<file path="config.mk">
export PLATFORM = sky130hd
export DESIGN_NAME = vbb_axis
export DESIGN_NICKNAME = d
export VERILOG_FILES = /design/src/rtl/vertex_bounding_box_assert.svh /design/src/rtl/vbb_pkg.sv /design/src/rtl/vbb_axis.sv
export SDC_FILE = /design/constraint.sdc
export NUM_CORES = 2
export LEC_CHECK = 0
export BUFFER_PORTS_ARGS = -buffer_cell sky130_fd_sc_hd__clkbuf_2
export CAP_MARGIN = 20
export CORE_UTILIZATION = 50
export DETAILED_ROUTE_END_ITERATION = 8
export PLACE_DENSITY = 0.69
export SYNTH_ARGS = -nofsm -noshare
export SYNTH_HDL_FRONTEND = slang
export SYNTH_SLANG_ARGS = --single-unit
export TNS_END_PERCENT = 30
</file>
<file path="constraint.sdc">
create_clock -name clk_i -period 7.9 [get_ports clk_i]
set_clock_uncertainty 0.15 [all_clocks]
set_input_delay 1.58 -clock clk_i [delete_from_list [all_inputs] [get_ports clk_i]]
set_output_delay 1.58 -clock clk_i [all_outputs]
set_load 0.05 [all_outputs]
</file>
<file path="src/rtl/vertex_bounding_box_assert.svh">
// Assertion macros used by the vertex bounding box top level.
`ifndef VERTEX_BOUNDING_BOX_ASSERT_SVH
`define VERTEX_BOUNDING_BOX_ASSERT_SVH

// Same-cycle implication, sampled on clk_i and disabled while rst_ni is low.
`define VBB_ASSERT_SAME(lbl, ante, cons, msg) \
  lbl: assert property (@(posedge clk_i) disable iff (!rst_ni) (ante) |-> (cons)) \
    else $error(msg);

// Next-cycle implication, sampled on clk_i and disabled while rst_ni is low.
`define VBB_ASSERT_NEXT(lbl, ante, cons, msg) \
  lbl: assert property (@(posedge clk_i) disable iff (!rst_ni) (ante) |=> (cons)) \
    else $error(msg);

`endif

</file>
<file path="src/rtl/vbb_pkg.sv">
// Types, constants and helpers for the vertex bounding box block.
package vbb_pkg;

  // Fixed-point formats: coordinates Q12.12, coefficients Q4.12.
  localparam int CoordBits = 24;
  localparam int CoefBits  = 16;
  localparam int CoefFrac  = 12;
  localparam int RowBits   = 3 * CoefBits;
  localparam int HalfBits  = CoordBits - 1;

  // Intermediate widths of the transform.
  localparam int ProdBits = CoordBits + CoefBits;
  localparam int AccBits  = ProdBits + 2;
  localparam int RndBits  = AccBits - CoefFrac;
  localparam int SatBits  = RndBits + 2;

  // Configuration port.
  localparam int CfgIdxBits  = 3;
  localparam int CfgDataBits = RowBits;

  localparam logic [CfgIdxBits-1:0] CfgMode  = 3'd0;
  localparam logic [CfgIdxBits-1:0] CfgRow0  = 3'd1;
  localparam logic [CfgIdxBits-1:0] CfgRow1  = 3'd2;
  localparam logic [CfgIdxBits-1:0] CfgRow2  = 3'd3;
  localparam logic [CfgIdxBits-1:0] CfgOffX  = 3'd4;
  localparam logic [CfgIdxBits-1:0] CfgOffY  = 3'd5;
  localparam logic [CfgIdxBits-1:0] CfgOffZ  = 3'd6;

  // Box modes.
  localparam logic ModeAxisAligned = 1'b0;
  localparam logic ModeOriented    = 1'b1;

  typedef logic signed [CoordBits-1:0] coord_t;
  typedef logic signed [CoefBits-1:0]  coef_t;
  typedef logic        [RowBits-1:0]   row_t;
  typedef logic signed [SatBits-1:0]   wide_t;

  localparam coord_t CoordMax = {1'b0, {(CoordBits-1){1'b1}}};
  localparam coord_t CoordMin = {1'b1, {(CoordBits-1){1'b0}}};

  // Identity matrix rows after reset.
  localparam row_t RowReset0 = 48'h0000_0000_1000;
  localparam row_t RowReset1 = 48'h0000_1000_0000;
  localparam row_t RowReset2 = 48'h1000_0000_0000;

  // One input vertex.
  typedef struct packed {
    logic signed [CoordBits-1:0] vertex_x;
    logic signed [CoordBits-1:0] vertex_y;
    logic signed [CoordBits-1:0] vertex_z;
    logic                        last_vertex;
  } in_t;

  // One finished box.
  typedef struct packed {
    logic signed [CoordBits-1:0] min_x;
    logic signed [CoordBits-1:0] min_y;
    logic signed [CoordBits-1:0] min_z;
    logic signed [CoordBits-1:0] max_x;
    logic signed [CoordBits-1:0] max_y;
    logic signed [CoordBits-1:0] max_z;
    logic signed [CoordBits-1:0] center_x;
    logic signed [CoordBits-1:0] center_y;
    logic signed [CoordBits-1:0] center_z;
    logic        [HalfBits-1:0]  half_x;
    logic        [HalfBits-1:0]  half_y;
    logic        [HalfBits-1:0]  half_z;
  } out_t;

  // Load enables of the transform stages.
  typedef struct packed {
    logic prod_en;
    logic xform_en;
  } pipe_ctrl_t;

  // Clamp a wide signed value to the coordinate range.
  function automatic coord_t sat_coord(input wide_t v);
    coord_t res;
    if (v > wide_t'(CoordMax)) begin
      res = CoordMax;
    end else if (v < wide_t'(CoordMin)) begin
      res = CoordMin;
    end else begin
      res = v[CoordBits-1:0];
    end
    return res;
  endfunction

endpackage

</file>
<file path="src/rtl/vbb_axis.sv">
// One output axis of the vertex transform: products, rounded sum, offset, clamp.
module vbb_axis (
  input  logic                clk_i,
  input  vbb_pkg::pipe_ctrl_t ctrl_i,
  input  vbb_pkg::in_t        vertex_i,
  input  vbb_pkg::row_t       row_i,
  input  vbb_pkg::coord_t     offset_i,
  input  logic                mode_i,
  output vbb_pkg::coord_t     coord_o
);

  localparam int ProdBits = vbb_pkg::ProdBits;
  localparam int AccBits  = vbb_pkg::AccBits;
  localparam int RndBits  = vbb_pkg::RndBits;
  localparam int SatBits  = vbb_pkg::SatBits;
  localparam int CoefBits = vbb_pkg::CoefBits;
  localparam int CoefFrac = vbb_pkg::CoefFrac;

  localparam logic signed [AccBits-1:0] RoundHalf = AccBits'(1) <<< (CoefFrac - 1);

  vbb_pkg::coord_t           vert    [3];
  vbb_pkg::coef_t            coef    [3];
  logic signed [ProdBits-1:0] prod_d [3];
  logic signed [ProdBits-1:0] prod_q [3];
  logic signed [AccBits-1:0]  acc;
  logic signed [RndBits-1:0]  rnd;
  vbb_pkg::wide_t             total;
  vbb_pkg::coord_t            coord_d;
  vbb_pkg::coord_t            coord_q;

  assign vert[0] = vertex_i.vertex_x;
  assign vert[1] = vertex_i.vertex_y;
  assign vert[2] = vertex_i.vertex_z;

  // Column k of the row sits in the k-th coefficient slice, column zero lowest.
  always_comb begin
    for (int k = 0; k < 3; k++) begin
      coef[k]   = row_i[k*CoefBits +: CoefBits];
      prod_d[k] = vert[k] * coef[k];
    end
  end

  // Product register.
  always_ff @(posedge clk_i) begin
    if (ctrl_i.prod_en) begin
      prod_q <= prod_d;
    end
  end

  // Exact sum, round half up to Q12.12, then the per-vertex offset in axis-aligned mode.
  always_comb begin
    acc = {{2{prod_q[0][ProdBits-1]}}, prod_q[0]}
        + {{2{prod_q[1][ProdBits-1]}}, prod_q[1]}
        + {{2{prod_q[2][ProdBits-1]}}, prod_q[2]}
        + RoundHalf;
    rnd   = acc[AccBits-1:CoefFrac];
    total = {{(SatBits-RndBits){rnd[RndBits-1]}}, rnd};
    if (mode_i == vbb_pkg::ModeAxisAligned) begin
      total = total + {{(SatBits-vbb_pkg::CoordBits){offset_i[vbb_pkg::CoordBits-1]}},
                       offset_i};
    end
    coord_d = vbb_pkg::sat_coord(total);
  end

  // Transformed coordinate register.
  always_ff @(posedge clk_i) begin
    if (ctrl_i.xform_en) begin
      coord_q <= coord_d;
    end
  end

  assign coord_o = coord_q;

endmodule

</file>
After elaboration in Yosys (flattened, before gate mapping)
Cells that the tools add are included.
W data, S select, Z words.
{"block": "totals", "inputBits": 149, "register_bits": 144, "word_cells": 15}
{"block": "classes", "mul": 3, "n_addsub": 4, "n_mux": 2, "n_lt_le_gt_ge": 2}
{"operator": "$mul A24 B16 Y40", "count": 3}
{"operator": "$add A41 B40 Y42", "count": 1}
{"operator": "$add A42 B12 Y42 const B", "count": 1}
{"operator": "$add A40 B40 Y41", "count": 1}
{"operator": "$gt A32 B24 Y1 const B", "count": 1}
{"operator": "$lt A32 B24 Y1 const B", "count": 1}
{"operator": "$mux W32", "count": 1}
{"operator": "$add A30 B24 Y31", "count": 1}
{"operator": "$mux W24", "count": 1}

Longest topological paths before layout
{"block": "depth", "depth_word": 7, "mapped_depth": 27, "depth_no_buf": 24}

Worst setup path after synthesis
OpenSTA, ideal clock, no wires.
{"block": "synth_timing", "kind": "input to register", "from": "input row_i[17]", "to": "register prod_q[78] (netlist name) (data pin)", "stages": 24, "slack_ns": 0.138, "setup_ns": 0.258, "arrival_time_ns": 7.354, "cell_sequence": "clkbuf_1 nand2_1 fa_1 inv_1 fa_1 inv_1 fa_1 inv_1 fa_1 inv_1 fa_1 inv_1 fa_1 ha_1 and3_1 nand2_1 or4_1 o211ai_1 nand4_1 a31oi_1 a311o_1 a31o_2 a21oi_1 xnor2_1"}
{"element": "from (decl)", "line": "vbb_axis.sv:6", "source": "input vbb_pkg::row_t row_i,"}
{"element": "to (signal assigned)", "line": "vbb_axis.sv:46", "source": "prod_q <= prod_d;"}
{"element": "to (decl)", "line": "vbb_axis.sv:24", "source": "logic signed [ProdBits-1:0] prod_q [3];"}

==> impl_metrics.toml <==
[synthesis]
synthesis.nets = 7206
syn_inst = 5491
synth_top_family_by_area = "adder cells"
netlist_top_cells_area = "fa_1 (46%), ha_1 (9.9%), inv_1 (9.6%)"
synth_xor_area_share_pct = 3.02
ys.warnings.count = 0
synth_compound_area_share_pct = 7.14
synthDominantCellAreaShare_pct = 45.5
syn_avg_cell_area_um2 = 9.31
synthFlopType = "edfxtp_1"
synth_seq_cells = 144
synthMuxAreaShare_pct = 0.299
synth_edf_count = 144
yosys.area.top_type = "fa_1"
netlist_area_mm2 = 0.0511
synth-seq-area-share_pct = 8.46
synth_cell_types = 87
synth_fa_ha_area_share_pct = 55.4
synth-simple-area-share_pct = 14.5
ys_async_sr_fraction_pct = 0

[sta]
fin_crit_ns = 7.78
setup_violations = 0
relSlewSlack_pct = 42.1
slew_violations = 0
fmax_mhz = 128
hold_viol = 0
tightestPinTransition_ns = 0.868
fin_tns_setup_ns = 0
finalCritPeriodShare_pct = 98.5

[job]
drv_cap = 0

[placed_design]
gp_congestion = 0.925
place_hpwl_um = 107000
port_buffers = 171
place_inst = 7221

[layout]
regArea_mm2 = 0.00432
final_cells = 7255
fin_nets = 7600
multi_input_area_mm2 = 0.0411
syn2layout_area_growth_pct = 11.0
nFillCells = 9003
drive_above_1_share_pct = 11.6

[setup_path]
crit_required_ns = 8.00
critPathLaunchType = "primary input"
end_kind = "flop"
critPathMaxFanout = 10
path_class = "in2reg"
worstPathArrival_ns = 7.88

[global_routing]
grt_pass1_wl_um = 205000
antenna_found_initial = 1
grt_pass1_vias = 40000
grt-ovfl-total = 0
grt_use_total_pct = 24.9
grt_max_degree = 62

[clock_network]
cts_buffer_depth = 2
cts.clk_slew.worst_paths_ns = 0.07
cts_sinks = 144
numCtsBuffers = 17
cts_hold_buf = 0
cts_root_buf = "clkbuf_16"
ctsHtreeMaxLevel = 4
cts_tree = "built"
worstSkewPairLatency_ns = 0.45

[status]
status = "finished, final reports clean"

[floorplanning]
rows = 116
dieArea_mm2 = 0.103
ios = 173
core_region_area_mm2 = 0.101
dieHeight_um = 322
fp.dieW_um = 322
start_util_pct = 50.7

[drt]
num_vias = 38000
ant_nets = 0
totalWireLength_um = 123000
vias_per_cell = 5.23
wl_per_cell_um = 16.9
firstDrtPassIters = 5
drc_errors = 0
drtIter0Drc = 2505

[worst_hold_path]
hold_class = "reg2reg"
==> worst paths after layout <==
path / end / slack (ns) / depth (start not counted) / start
min: coord_o[23] / 1.37 / 7 / prod_q[119]
min reg2reg: coord_o[23] / 1.37 / 7 / prod_q[119]
max reg2reg: coord_o[11] / 0.31 / 24 / prod_q[54]
max: prod_q[78] / 0.12 / 25 / row_i[17]
==> cells in the final DEF (no fill, tap or decap), types with 62 or more instances in the layout <==
cell type and n:
fa_1 1162, nor2_1 112, inv_1 1312, xnor2_1 132
and2_1 428, a21oi_1 179, buf_4 392, o21ai_0 74
a21o_1 62, nand2b_1 85, clkbuf_2 169, edfxtp_1 144
nand2_1 757, ha_1 404
==> through the flow <==
| step | setup slack, ns | area, um^2 | util (%) | hold slack (ns) |
|---|---|---|---|---|
| 2_1_floorplan | 0.138 | 51100 | - | 1.03 |
| 3_3_place_gp | -0.263 | 56000 | 55.6 | 1.30 |
| 3_5_place_dp | -0.364 | 56000 | 55.6 | 1.33 |
| 4_1_cts | 0.0746 | 56600 | 56.2 | 1.37 |
| 5_1_grt | -0.0483 | 56700 | 56.3 | 1.45 |
| 6_report | 0.116 | 56700 | 56.3 | 1.37 |
==> kinds of logic after synthesis <==
logic type,count (synthesis)
fa+ha+maj,1566
simple gates,1533
buf+inv,1510
compound gates,547
xor+xnor,176
flops,144
mux,15
==> metal layers <==
metal,GRT usage (%),share of wire [%]
met5,0,0
met4,5.58,2.2
met3,2.57,6.5
met2,41.0,48
met1,35.6,44
==> flip-flops by register name, indices dropped and copies added (netlist names) <==
signal and cells:
coord_o 24, prod_q 120
==> area by class of cell <==
type	instances	share of cell area, %
well taps	1357	2.99
inverters	1312	8.68
multi-input cells	3837	72.5
clock buffers	17	0.750
diodes	1	0.00441
flip-flops and latches	144	7.63
repair buffers	573	7.05
clock inverters	14	0.342
==> critical path, cell delays in order <==
cell	delay, ns
clkbuf_4	0.16
buf_6	0.15
nand2_1	0.08
fa_1	0.54
inv_1	0.06
fa_1	0.42
inv_1	0.09
fa_1	0.44
fa_1	0.56
inv_1	0.05
fa_1	0.48
inv_1	0.05
fa_1	0.48
inv_1	0.04
ha_1	0.29
and3_1	0.17
nand2_1	0.12
or4_1	0.54
o211ai_1	0.26
nand4_1	0.30
a31oi_4	0.29
a311o_1	0.24
a31o_2	0.16
a21oi_1	0.07
xnor2_1	0.25
==> cells in the mapped netlist, drive strengths merged (31+ instances only) <==
master  instances
ha            404
nand2b         85
fa           1162
nand3          31
xnor2         133
and2          428
inv          1312
a21o           62
o21ai          84
nand2         759
a21oi         207
xor2           43
clkbuf        184
edfxtp        144
nor2          112
==> repair_timing <==
| item | in CTS | in global routing |
|---|---|---|
| gates resized for setup | 0 | 23 |
| hold endpoints to repair | 0 | 0 |
| setup endpoints to repair | 0 | 34 |
| buffers inserted | 0 | 2 |
Power is left out: the tool's default activity adds up to more than one toggle a clock period on the data nets, which glitch-free logic cannot reach.
